===== src/hdl/srdd_pkg.sv =====
// Shared types and constants for the speed ramp / differential drive block.
// Holds the microcode word layout, opcode codes and fixed arithmetic constants.
// No dependencies.
`default_nettype none

package srdd_pkg;

    // microcode program counter
    localparam int PC_W = 4;
    typedef logic [PC_W-1:0] pc_t;

    // multiplier operand pair launched by a step
    typedef logic [2:0] mul_sel_t;
    localparam mul_sel_t MUL_NONE     = 3'd0;
    localparam mul_sel_t MUL_LIN_FAC  = 3'd1;
    localparam mul_sel_t MUL_V_K      = 3'd2;
    localparam mul_sel_t MUL_ANG_HW   = 3'd3;
    localparam mul_sel_t MUL_MAG_GAIN = 3'd4;
    localparam mul_sel_t MUL_X_RECIP  = 3'd5;
    localparam mul_sel_t MUL_Q_K      = 3'd6;

    // datapath operation of a step, most of them on the registered product
    typedef logic [3:0] op_t;
    localparam op_t OP_NOP  = 4'd0;
    localparam op_t OP_TGT  = 4'd1;
    localparam op_t OP_RAMP = 4'd2;
    localparam op_t OP_VK   = 4'd3;
    localparam op_t OP_AH   = 4'd4;
    localparam op_t OP_SIDE = 4'd5;
    localparam op_t OP_X    = 4'd6;
    localparam op_t OP_QE   = 4'd7;
    localparam op_t OP_FIX  = 4'd8;

    typedef logic cond_t;
    localparam cond_t COND_NEXT  = 1'b0;
    localparam cond_t COND_SIDE0 = 1'b1;

    typedef struct packed {
        mul_sel_t mul;
        op_t      op;
        cond_t    cond;
        pc_t      target;
        logic     last;
    } uword_t;

    typedef struct packed {
        logic side;     // 0 = left wheel pass, 1 = right wheel pass
    } dp_status_t;

    // configuration register indexes
    localparam int CFG_IDX_W  = 3;
    localparam int CFG_DATA_W = 18;
    typedef logic [CFG_IDX_W-1:0] cfg_index_t;
    localparam cfg_index_t REG_RAMP_ENABLE = 3'd0;
    localparam cfg_index_t REG_ACCEL_STEP  = 3'd1;
    localparam cfg_index_t REG_DECEL_STEP  = 3'd2;
    localparam cfg_index_t REG_HALF_WB     = 3'd3;
    localparam cfg_index_t REG_RPM_GAIN    = 3'd4;
    localparam cfg_index_t REG_RAMP_PERIOD = 3'd5;

    localparam logic        RST_RAMP_ENABLE = 1'b1;
    localparam logic [9:0]  RST_ACCEL_STEP  = 10'd20;
    localparam logic [9:0]  RST_DECEL_STEP  = 10'd20;
    localparam logic [9:0]  RST_HALF_WB     = 10'd180;
    localparam logic [17:0] RST_RPM_GAIN    = 18'd80105;
    localparam logic [7:0]  RST_RAMP_PERIOD = 8'd20;

    // shared multiplier: signed A times unsigned B
    localparam int MUL_A_W = 30;
    localparam int MUL_B_W = 23;
    localparam int PROD_W  = MUL_A_W + MUL_B_W + 1;

    localparam logic [MUL_B_W-1:0] K_MILLI   = 23'd1000;
    localparam logic [MUL_B_W-1:0] K_RECIP   = 23'd4294967;  // floor(2^32 / 1000)
    localparam logic [28:0]        K_THOUS29 = 29'd1000;
    localparam logic [44:0]        RPM_HALF  = 45'd32768000; // half of 1000 * 65536
    localparam logic [27:0]        TGT_HALF  = 28'd8192;

    localparam logic signed [13:0] SPEED_MAX = 14'sd8191;
    localparam logic signed [13:0] SPEED_MIN = -14'sd8192;
    localparam logic signed [18:0] RPM_MAX   = 19'sd262143;
    localparam logic signed [18:0] RPM_MIN   = -19'sd262144;

endpackage

`default_nettype wire


===== src/hdl/speed_ramp_diff_drive_rpm.sv =====
// Top level of the speed ramp and differential drive wheel rpm block.
// Depends on srdd_pkg, srdd_ucode_rom, srdd_sequencer and srdd_datapath.
`default_nettype none

// One request gives one result. After a request is accepted the microcode
// runs the target, ramp and left wheel steps, the same loop again for the
// right wheel and one step to hand over the result; no new request is taken
// before it ends. The pace is set by the single shared multiplier: every
// product, including the reciprocal divide by 1000, goes through it one step
// at a time. A finished result waits in an output register, and the next
// request may start while it waits; the program only holds on its last step
// if the previous result has not been taken yet.

module speed_ramp_diff_drive_rpm
    import srdd_pkg::*;
(
    input  wire                     clk,
    input  wire                     rst_n,
    // configuration
    input  wire                     cfg_we,
    input  wire [CFG_IDX_W-1:0]     cfg_index,
    input  wire [CFG_DATA_W-1:0]    cfg_data,
    // request stream
    input  wire                     s_axis_tvalid,
    output logic                    s_axis_tready,
    // now_ms[31:0], linear_target[44:32], angular_target[60:45],
    // speed_factor[75:61], zero pad [79:76]
    input  wire [79:0]              s_axis_tdata,
    // use_ramp[0]
    input  wire [0:0]               s_axis_tuser,
    // result stream
    output logic                    m_axis_tvalid,
    input  wire                     m_axis_tready,
    // ramped_speed[13:0], left_rpm[32:14], right_rpm[51:33], zero pad [55:52]
    output logic [55:0]             m_axis_tdata
);

    pc_t                pc;
    logic               busy;
    logic               start;
    logic               stall;
    uword_t             uword;
    dp_status_t         status;
    logic signed [13:0] speed;
    logic signed [18:0] left_rpm;
    logic signed [18:0] right_rpm;
    logic               out_valid_reg;
    logic               out_valid_next;
    logic [51:0]        out_data_reg;
    logic               finish;

    assign s_axis_tready = !busy;
    assign start         = s_axis_tvalid && !busy;
    assign stall         = uword.last && out_valid_reg && !m_axis_tready;
    assign finish        = busy && uword.last && !stall;

    srdd_ucode_rom u_rom
    (
        .pc    (pc),
        .uword (uword)
    );

    srdd_sequencer u_seq
    (
        .clk    (clk),
        .rst_n  (rst_n),
        .start  (start),
        .stall  (stall),
        .uword  (uword),
        .status (status),
        .pc     (pc),
        .busy   (busy)
    );

    srdd_datapath u_dp
    (
        .clk            (clk),
        .rst_n          (rst_n),
        .cfg_we         (cfg_we),
        .cfg_index      (cfg_index),
        .cfg_data       (cfg_data),
        .load           (start),
        .now_ms         (s_axis_tdata[31:0]),
        .linear_target  ($signed(s_axis_tdata[44:32])),
        .angular_target ($signed(s_axis_tdata[60:45])),
        .use_ramp       (s_axis_tuser[0]),
        .speed_factor   (s_axis_tdata[75:61]),
        .uword          (uword),
        .status         (status),
        .ramped_speed   (speed),
        .left_rpm       (left_rpm),
        .right_rpm      (right_rpm)
    );

    always_comb
    begin
        out_valid_next = out_valid_reg;
        if (finish)
            out_valid_next = 1'b1;
        else if (m_axis_tready)
            out_valid_next = 1'b0;
    end

    always_ff @(posedge clk or negedge rst_n)
    begin
        if (!rst_n)
            out_valid_reg <= 1'b0;
        else
            out_valid_reg <= out_valid_next;
    end

    always_ff @(posedge clk)
    begin
        if (finish)
            out_data_reg <= {right_rpm, left_rpm, speed};
    end

    assign m_axis_tvalid = out_valid_reg;
    assign m_axis_tdata  = {4'd0, out_data_reg};

endmodule

`default_nettype wire


===== src/hdl/srdd_ucode_rom.sv =====
// Microcode program store: one control word per step.
// Depends on srdd_pkg.
`default_nettype none

module srdd_ucode_rom
    import srdd_pkg::*;
(
    input  wire pc_t    pc,
    output uword_t      uword
);

    always_comb
    begin
        unique case (pc)
            // scaled target
            4'd0:    uword = '{MUL_LIN_FAC,  OP_NOP,  COND_NEXT,  4'd0, 1'b0};
            4'd1:    uword = '{MUL_NONE,     OP_TGT,  COND_NEXT,  4'd0, 1'b0};
            // ramp step or direct take
            4'd2:    uword = '{MUL_NONE,     OP_RAMP, COND_NEXT,  4'd0, 1'b0};
            // speed * 1000 and angular * half wheelbase
            4'd3:    uword = '{MUL_V_K,      OP_NOP,  COND_NEXT,  4'd0, 1'b0};
            4'd4:    uword = '{MUL_ANG_HW,   OP_VK,   COND_NEXT,  4'd0, 1'b0};
            4'd5:    uword = '{MUL_NONE,     OP_AH,   COND_NEXT,  4'd0, 1'b0};
            // per-wheel loop: left pass, then right pass
            4'd6:    uword = '{MUL_NONE,     OP_SIDE, COND_NEXT,  4'd0, 1'b0};
            4'd7:    uword = '{MUL_MAG_GAIN, OP_NOP,  COND_NEXT,  4'd0, 1'b0};
            4'd8:    uword = '{MUL_NONE,     OP_X,    COND_NEXT,  4'd0, 1'b0};
            4'd9:    uword = '{MUL_X_RECIP,  OP_NOP,  COND_NEXT,  4'd0, 1'b0};
            4'd10:   uword = '{MUL_NONE,     OP_QE,   COND_NEXT,  4'd0, 1'b0};
            4'd11:   uword = '{MUL_Q_K,      OP_NOP,  COND_NEXT,  4'd0, 1'b0};
            4'd12:   uword = '{MUL_NONE,     OP_FIX,  COND_SIDE0, 4'd6, 1'b0};
            4'd13:   uword = '{MUL_NONE,     OP_NOP,  COND_NEXT,  4'd0, 1'b1};
            default: uword = '{MUL_NONE,     OP_NOP,  COND_NEXT,  4'd0, 1'b1};
        endcase
    end

endmodule

`default_nettype wire


===== src/hdl/srdd_sequencer.sv =====
// Step counter and jump logic for the microcode program.
// Depends on srdd_pkg.
`default_nettype none

module srdd_sequencer
    import srdd_pkg::*;
(
    input  wire         clk,
    input  wire         rst_n,
    input  wire         start,
    input  wire         stall,
    input  wire uword_t     uword,
    input  wire dp_status_t status,
    output pc_t         pc,
    output logic        busy
);

    pc_t  pc_reg;
    pc_t  pc_next;
    logic busy_reg;
    logic busy_next;
    logic take_jump;

    assign take_jump = (uword.cond == COND_SIDE0) && !status.side;

    always_comb
    begin
        pc_next   = pc_reg;
        busy_next = busy_reg;
        if (!busy_reg)
        begin
            if (start)
            begin
                busy_next = 1'b1;
                pc_next   = '0;
            end
        end
        else if (!stall)
        begin
            if (uword.last)
                busy_next = 1'b0;
            else if (take_jump)
                pc_next = uword.target;
            else
                pc_next = pc_reg + 1'b1;
        end
    end

    always_ff @(posedge clk or negedge rst_n)
    begin
        if (!rst_n)
        begin
            pc_reg   <= '0;
            busy_reg <= 1'b0;
        end
        else
        begin
            pc_reg   <= pc_next;
            busy_reg <= busy_next;
        end
    end

    assign pc   = pc_reg;
    assign busy = busy_reg;

endmodule

`default_nettype wire


===== src/hdl/srdd_datapath.sv =====
// Datapath: configuration registers, ramp state, shared multiplier and the
// operations the microcode steps select. Depends on srdd_pkg.
`default_nettype none

module srdd_datapath
    import srdd_pkg::*;
(
    input  wire                     clk,
    input  wire                     rst_n,
    input  wire                     cfg_we,
    input  wire cfg_index_t         cfg_index,
    input  wire [CFG_DATA_W-1:0]    cfg_data,
    input  wire                     load,
    input  wire [31:0]              now_ms,
    input  wire signed [12:0]       linear_target,
    input  wire signed [15:0]       angular_target,
    input  wire                     use_ramp,
    input  wire [14:0]              speed_factor,
    input  wire uword_t             uword,
    output dp_status_t              status,
    output logic signed [13:0]      ramped_speed,
    output logic signed [18:0]      left_rpm,
    output logic signed [18:0]      right_rpm
);

    // configuration
    logic        ramp_en_reg;
    logic [9:0]  accel_reg;
    logic [9:0]  decel_reg;
    logic [9:0]  hw_reg;
    logic [17:0] gain_reg;
    logic [7:0]  period_reg;

    // request fields
    logic [31:0]        now_reg;
    logic signed [12:0] lin_reg;
    logic signed [15:0] ang_reg;
    logic               use_reg;
    logic [14:0]        fac_reg;

    // state and work registers
    logic signed [13:0]       v_reg;
    logic signed [13:0]       v_next;
    logic [31:0]              nst_reg;
    logic [31:0]              nst_next;
    logic signed [13:0]       tgt_reg;
    logic signed [13:0]       tgt_next;
    logic signed [PROD_W-1:0] prod_reg;
    logic signed [PROD_W-1:0] prod_next;
    logic signed [23:0]       vk_reg;
    logic signed [25:0]       ah_reg;
    logic [26:0]              mag_reg;
    logic                     neg_reg;
    logic [27:0]              x_reg;
    logic [18:0]              q_reg;
    logic                     side_reg;
    logic signed [18:0]       left_reg;
    logic signed [18:0]       right_reg;
    logic signed [18:0]       rpm_next;

    // multiplier operands
    logic signed [MUL_A_W-1:0] mul_a;
    logic [MUL_B_W-1:0]        mul_b;

    // target rounding
    logic signed [27:0] t_prod;
    logic               t_neg;
    logic [27:0]        t_mag;
    logic [27:0]        t_sum;
    logic [13:0]        t_q;

    // ramp step
    logic               ramp_active;
    logic               step_due;
    logic [31:0]        due_diff;
    logic signed [15:0] v16;
    logic signed [15:0] t16;
    logic signed [15:0] acc16;
    logic signed [15:0] dec16;
    logic signed [15:0] vn;
    logic signed [15:0] vn_abs;
    logic signed [13:0] vn_sat;

    // wheel speed and rpm
    logic signed [26:0] s_wheel;
    logic [44:0]        x_sum;
    logic [28:0]        fix_r;
    logic [19:0]        q_fix;

    always_ff @(posedge clk or negedge rst_n)
    begin
        if (!rst_n)
        begin
            ramp_en_reg <= RST_RAMP_ENABLE;
            accel_reg   <= RST_ACCEL_STEP;
            decel_reg   <= RST_DECEL_STEP;
            hw_reg      <= RST_HALF_WB;
            gain_reg    <= RST_RPM_GAIN;
            period_reg  <= RST_RAMP_PERIOD;
        end
        else if (cfg_we)
        begin
            unique case (cfg_index)
                REG_RAMP_ENABLE: ramp_en_reg <= cfg_data[0];
                REG_ACCEL_STEP:  accel_reg   <= cfg_data[9:0];
                REG_DECEL_STEP:  decel_reg   <= cfg_data[9:0];
                REG_HALF_WB:     hw_reg      <= cfg_data[9:0];
                REG_RPM_GAIN:    gain_reg    <= cfg_data[17:0];
                REG_RAMP_PERIOD: period_reg  <= cfg_data[7:0];
                default:         ;
            endcase
        end
    end

    // shared multiplier
    always_comb
    begin
        mul_a = '0;
        mul_b = '0;
        case (uword.mul)
            MUL_LIN_FAC:
            begin
                mul_a = MUL_A_W'(lin_reg);
                mul_b = MUL_B_W'(fac_reg);
            end
            MUL_V_K:
            begin
                mul_a = MUL_A_W'(v_reg);
                mul_b = K_MILLI;
            end
            MUL_ANG_HW:
            begin
                mul_a = MUL_A_W'(ang_reg);
                mul_b = MUL_B_W'(hw_reg);
            end
            MUL_MAG_GAIN:
            begin
                mul_a = $signed(MUL_A_W'(mag_reg));
                mul_b = MUL_B_W'(gain_reg);
            end
            MUL_X_RECIP:
            begin
                mul_a = $signed(MUL_A_W'(x_reg));
                mul_b = K_RECIP;
            end
            MUL_Q_K:
            begin
                mul_a = $signed(MUL_A_W'(q_reg));
                mul_b = K_MILLI;
            end
            default:
            begin
                mul_a = '0;
                mul_b = '0;
            end
        endcase
        prod_next = mul_a * $signed({1'b0, mul_b});
    end

    // target: round half away from zero of lin * fac / 2^14
    always_comb
    begin
        t_prod = prod_reg[27:0];
        t_neg  = t_prod[27];
        t_mag  = t_neg ? 28'(-t_prod) : 28'(t_prod);
        t_sum  = t_mag + TGT_HALF;
        t_q    = t_sum[27:14];
        if (t_neg)
            tgt_next = (t_q > 14'd8192) ? SPEED_MIN : 14'(-$signed({1'b0, t_q}));
        else
            tgt_next = (t_q > 14'd8191) ? SPEED_MAX : $signed(t_q);
    end

    // ramp step
    always_comb
    begin
        ramp_active = ramp_en_reg && use_reg;
        due_diff    = now_reg - nst_reg;
        step_due    = !due_diff[31];
        v16         = 16'(v_reg);
        t16         = 16'(tgt_reg);
        acc16       = $signed({6'd0, accel_reg});
        dec16       = $signed({6'd0, decel_reg});
        if (t16 > 16'sd0)
        begin
            if (v16 < 16'sd0)
                vn = v16 + dec16;
            else if (v16 < t16)
                vn = v16 + acc16;
            else
                vn = v16 - dec16;
        end
        else if (t16 < 16'sd0)
        begin
            if (v16 > 16'sd0)
                vn = v16 - dec16;
            else if (v16 < t16)
                vn = v16 + dec16;
            else
                vn = v16 - acc16;
        end
        else
        begin
            vn = (v16 > 16'sd0) ? (v16 - dec16) : (v16 + dec16);
            // snap to rest inside one decel step
            vn_abs = (vn < 16'sd0) ? -vn : vn;
            if (vn != 16'sd0 && vn_abs < dec16)
                vn = 16'sd0;
        end
        vn_abs = (vn < 16'sd0) ? -vn : vn;
        if (vn > 16'sd8191)
            vn_sat = SPEED_MAX;
        else if (vn < -16'sd8192)
            vn_sat = SPEED_MIN;
        else
            vn_sat = vn[13:0];

        v_next   = v_reg;
        nst_next = nst_reg;
        if (!ramp_active)
            v_next = tgt_reg;
        else if (step_due)
        begin
            v_next   = vn_sat;
            nst_next = now_reg + 32'(period_reg);
        end
    end

    // wheel rpm: divide by 1000 * 65536, by 65536 as a shift, then by 1000 as a reciprocal multiply
    always_comb
    begin
        s_wheel = side_reg ? (27'(vk_reg) + 27'(ah_reg)) : (27'(vk_reg) - 27'(ah_reg));
        x_sum   = prod_reg[44:0] + RPM_HALF;
        fix_r   = {1'b0, x_reg} - prod_reg[28:0];
        q_fix   = 20'(q_reg) + ((fix_r >= K_THOUS29) ? 20'd1 : 20'd0);
        if (neg_reg)
            rpm_next = (q_fix > 20'd262144) ? RPM_MIN : 19'(-$signed(q_fix));
        else
            rpm_next = (q_fix > 20'd262143) ? RPM_MAX : $signed(q_fix[18:0]);
    end

    always_ff @(posedge clk or negedge rst_n)
    begin
        if (!rst_n)
        begin
            v_reg    <= '0;
            nst_reg  <= '0;
            side_reg <= 1'b0;
        end
        else
        begin
            if (uword.op == OP_RAMP)
            begin
                v_reg   <= v_next;
                nst_reg <= nst_next;
            end
            if (uword.op == OP_AH)
                side_reg <= 1'b0;
            else if (uword.op == OP_FIX)
                side_reg <= !side_reg;
        end
    end

    always_ff @(posedge clk)
    begin
        if (load)
        begin
            now_reg <= now_ms;
            lin_reg <= linear_target;
            ang_reg <= angular_target;
            use_reg <= use_ramp;
            fac_reg <= speed_factor;
        end
        if (uword.mul != MUL_NONE)
            prod_reg <= prod_next;
        unique case (uword.op)
            OP_TGT:  tgt_reg <= tgt_next;
            OP_VK:   vk_reg  <= prod_reg[23:0];
            OP_AH:   ah_reg  <= prod_reg[25:0];
            OP_SIDE:
            begin
                neg_reg <= s_wheel[26];
                mag_reg <= s_wheel[26] ? 27'(-s_wheel) : 27'(s_wheel);
            end
            OP_X:    x_reg <= x_sum[43:16];
            OP_QE:   q_reg <= prod_reg[50:32];
            OP_FIX:
            begin
                if (side_reg)
                    right_reg <= rpm_next;
                else
                    left_reg <= rpm_next;
            end
            default: ;
        endcase
    end

    assign status.side  = side_reg;
    assign ramped_speed = v_reg;
    assign left_rpm     = left_reg;
    assign right_rpm    = right_reg;

endmodule

`default_nettype wire

===== config.mk =====
export PLATFORM = sky130hd
export DESIGN_NAME = speed_ramp_diff_drive_rpm
export DESIGN_NICKNAME = d
export VERILOG_FILES = /design/src/hdl/srdd_pkg.sv /design/src/hdl/speed_ramp_diff_drive_rpm.sv /design/src/hdl/srdd_ucode_rom.sv /design/src/hdl/srdd_sequencer.sv /design/src/hdl/srdd_datapath.sv
export SDC_FILE = /design/constraint.sdc
export NUM_CORES = 2
export LEC_CHECK = 0
export BUFFER_PORTS_ARGS = -buffer_cell sky130_fd_sc_hd__buf_2
export CAP_MARGIN = 40
export CORE_MARGIN = 2
export CORE_UTILIZATION = 45
export DETAILED_ROUTE_END_ITERATION = 16
export PLACE_DENSITY = 0.66
export RECOVER_POWER = 50
export SYNTH_ARGS = -nofsm -noshare
export SYNTH_HDL_FRONTEND = slang
export SYNTH_SLANG_ARGS = --single-unit

===== constraint.sdc =====
create_clock -name clk -period 15.98 [get_ports clk]
set_input_delay 1.598 -clock clk [delete_from_list [all_inputs] [get_ports clk]]
set_output_delay 1.598 -clock clk [all_outputs]
set_load 0.1 [all_outputs]

==> results.md <==
* Status: finished, violations left
* Failing checks: capacitance limit, slew limit
* Initial antenna violation count at 4
* CP startpoint kind: register
* Post-Route WL at 144000 µm
* Die Wd at 332 µm
* Final Max Slew Viols at roughly 330
* Synthesized area per cell at 9.56 µm²
* Crit end category: register
* Bufs on Longest Clock Path at 3
* RSZ-0062 raised after global routing: false
* Crit path max-delay family: adder cells
* Clk root buf: clkbuf_16
* DRC viols at 0
* Hold Crit Class: reg2reg
* Crit-path max FO at 41
* CTS tree: yes
* Number of CTS-inserted buffers at 53
* ANT nets after route at 0
* Max_slew headroom at -139%
* Post-synth top area cell: fa_1
* Fmax at around 0.086 GHz
* Post-synth EDFFs at 357
* Post-CTS Setup Inserts at 0
* Wirelength per Cell at 21.6 µm
* Crit path time final at about 12 ns
* Final setup viols at 0
* Largest net degree at the start of global routing at 60
* CTS H-Tree Depth at 2
* Sequential-to-total area share from yosys stat at 27.9%
* Fin. Hold Viols at 0
* Cts hold-fix bufs at 0
* Via/cell ratio at 5.66
* Slew @ Worst Pin at 3.59 ns
* IO Port Bufs at between 150 and 200
* CP peak stage delay at 0.59 ns
* Die height at between 300 and 400 µm
* Asr flop ratio synth at between 20% and 30%
* Place WS at 4.59 ns
* Synth unique cells at 99
* Synth top area cells: fa_1 (23%), edfxtp_1 (22%), ha_1 (8.6%), inv_1 (6.9%), dfrtp_1 (4.7%)
* Reg clk slew, reported paths at 0.06 ns
* Setup TNS Final at 0 ns
* Overall Global Routing Usage at 26.1%
* Top cell type's share of synthesized area at 23.0%
* Fin crit share at 73.0%
* PostCTS Resize Cnt at 0
* First-pass GRT wire length at 222000 µm
* Crit-path most repeated cell: fa_1
* Remaining Overflow, GRT at 0
* Die area at 110000 µm²
* Initial DRC Count at 3424
* Synth Flop Type: edfxtp_1
* Max-Cap Viols at 9
* Crit Path Class: reg2reg
* Initial Util at 45.3%
* Filler Cell Count at 9781
* Slowest CP cell: fa_1
* Placer Congestion at approximately 0.96
* Synth warnings at 0
* Area of the core at between 100000 and 150000 µm²
* WP data arrival at about 12 ns
* Number of global-route vias before repair at 37216
* Layout cell share with drive strength beyond 1 at under 10%
* DR vias at about 38000
* Clk_lat worst skew at approximately 0.65 ns
* Net total in the final layout at 6203
* Post-synthesis register bit count at 467
* Required @ worst endpoint at 16.35 ns
* Clk sinks at 467
* Buffer and inverter count on the worst path at 7
* HPWL after DPL at 113000 µm
* Io pins at 165
* Number of flip-flops in the largest register at 52
* Syn Std Cell Area at approximately 48000 µm²
* Syn-to-layout area delta at 9.50%
* Post-route clock skew at around 0.073 ns
* Final setup margin at 4.32 ns
* Syn Inst Count at ~5100
* Drt first pass iters at 5
* Std cell rows at 120
## Yosys cell counts, types with 10 or more instances
library cell,number
o41ai_1,10
xor2_1,84
nor4_1,21
and2_1,28
o21ai_0,213
mux2i_1,51
a211oi_1,38
a22oi_1,29
nor2_1,567
a21o_1,92
edfxtp_1,357
a31oi_1,37
buf_1,13
o21a_1,33
or3_1,25
mux2_2,48
nor3_1,75
or2_2,22
a21oi_1,201
fa_1,557
nor2b_1,34
xnor2_1,184
a221oi_1,14
ha_1,334
a211o_1,12
clkbuf_1,159
nand2b_1,57
nand2_1,380
inv_1,884
nand4_1,34
nand3_1,65
dfstp_2,20
o31ai_1,17
o22ai_1,12
o211ai_1,17
and3_1,40
dfrtp_1,90
a22o_1,11
## worst reg2reg max path, delay by kind of cell, from the launching register on
family / cells / cell delay (ns)
AO/OA/AOI/OAI: 12 / 4.02
XOR/XNOR: 1 / 0.14
adder cells (fa/ha/maj): 9 / 4.34
buffers and inverters: 7 / 1.35
flip-flops: 1 / 0.50
AND/OR/NAND/NOR: 5 / 1.03
## kinds of logic (layout without fill, tap and decap cells)
| family | count (synthesis) | in the layout | synth area share (%) |
|---|---|---|---|
| fa+ha+maj | 892 | 892 | 31.7 |
| mux | 99 | 99 | 2.17 |
| simple gates | 1407 | 1407 | 13.2 |
| buf+inv | 1071 | 1245 | 8.39 |
| compound gates | 860 | 860 | 11.8 |
| flops | 467 | 467 | 27.9 |
| other cells | 2 | 12 | 0.0155 |
| xor+xnor | 268 | 268 | 4.85 |
## per-stage QoR
stage	hold WS (ns)	utilization, %	cells	instance area (µm²)
final	0.417	49.6	6653	53000
after global routing	0.418	49.6	6653	53000
after CTS	0.416	49.7	6650	53100
after detailed placement	0.405	48.0	6551	51300
after global placement	0.402	47.7	6532	51000
after floorplan	0.400	-	5075	48500
## cells in the final DEF (no fill, tap or decap), types with 33 or more instances in the layout
cell and count:
nor3_1 74, and3_1 40, mux2_2 48, nor2_1 563
a21o_1 92, dfrtp_1 90, a31oi_1 36, o21ai_0 212
a211oi_1 33, xnor2_1 184, ha_1 334, a21oi_1 197
inv_1 884, buf_2 146, xor2_1 84, nand3_1 64
clkbuf_16 53, nand2_1 380, nand2b_1 57, nand4_1 34
buf_4 73, fa_1 557, mux2i_1 49, edfxtp_1 357
nor2b_1 34, clkbuf_1 42
## final timing paths
kind	end	slack (ns)	cells past startpoint	start
max in group asynchronous	u_dp.gain_reg[1]	9.28	2	rst_n
min reg2reg	out_data_reg[16]	0.42	0	u_dp.left_rpm[2]
min	out_data_reg[16]	0.42	0	u_dp.left_rpm[2]
max reg2reg	u_dp.prod_reg[44]	4.32	34	u_seq.pc[0]
max	u_dp.prod_reg[44]	4.32	34	u_seq.pc[0]
min in group asynchronous	u_dp.nst_reg[23]	2.05	1	rst_n
## final cells by class
type / count / area, µm² / share of cell area, %
inverter: 885 / 3320 / 6.27
tap: 1403 / 1760 / 3.31
timing repair buffer: 261 / 1570 / 2.95
multi-input combinational: 3537 / 31000 / 58.5
clock buffer: 68 / 1430 / 2.70
clock inverter: 31 / 409 / 0.772
sequential: 467 / 13500 / 25.5
antenna: 1 / 2.50 / 0.00472
## routing by layer
metal,GRT usage (%),part of all wire (%)
met5,0,0.0090
met4,9.28,4.2
met3,5.39,9.6
met2,40.5,44
met1,36.4,42
Power is not shown: default switching activity piles up to over one toggle a cycle in this logic, so the estimate is an artifact.
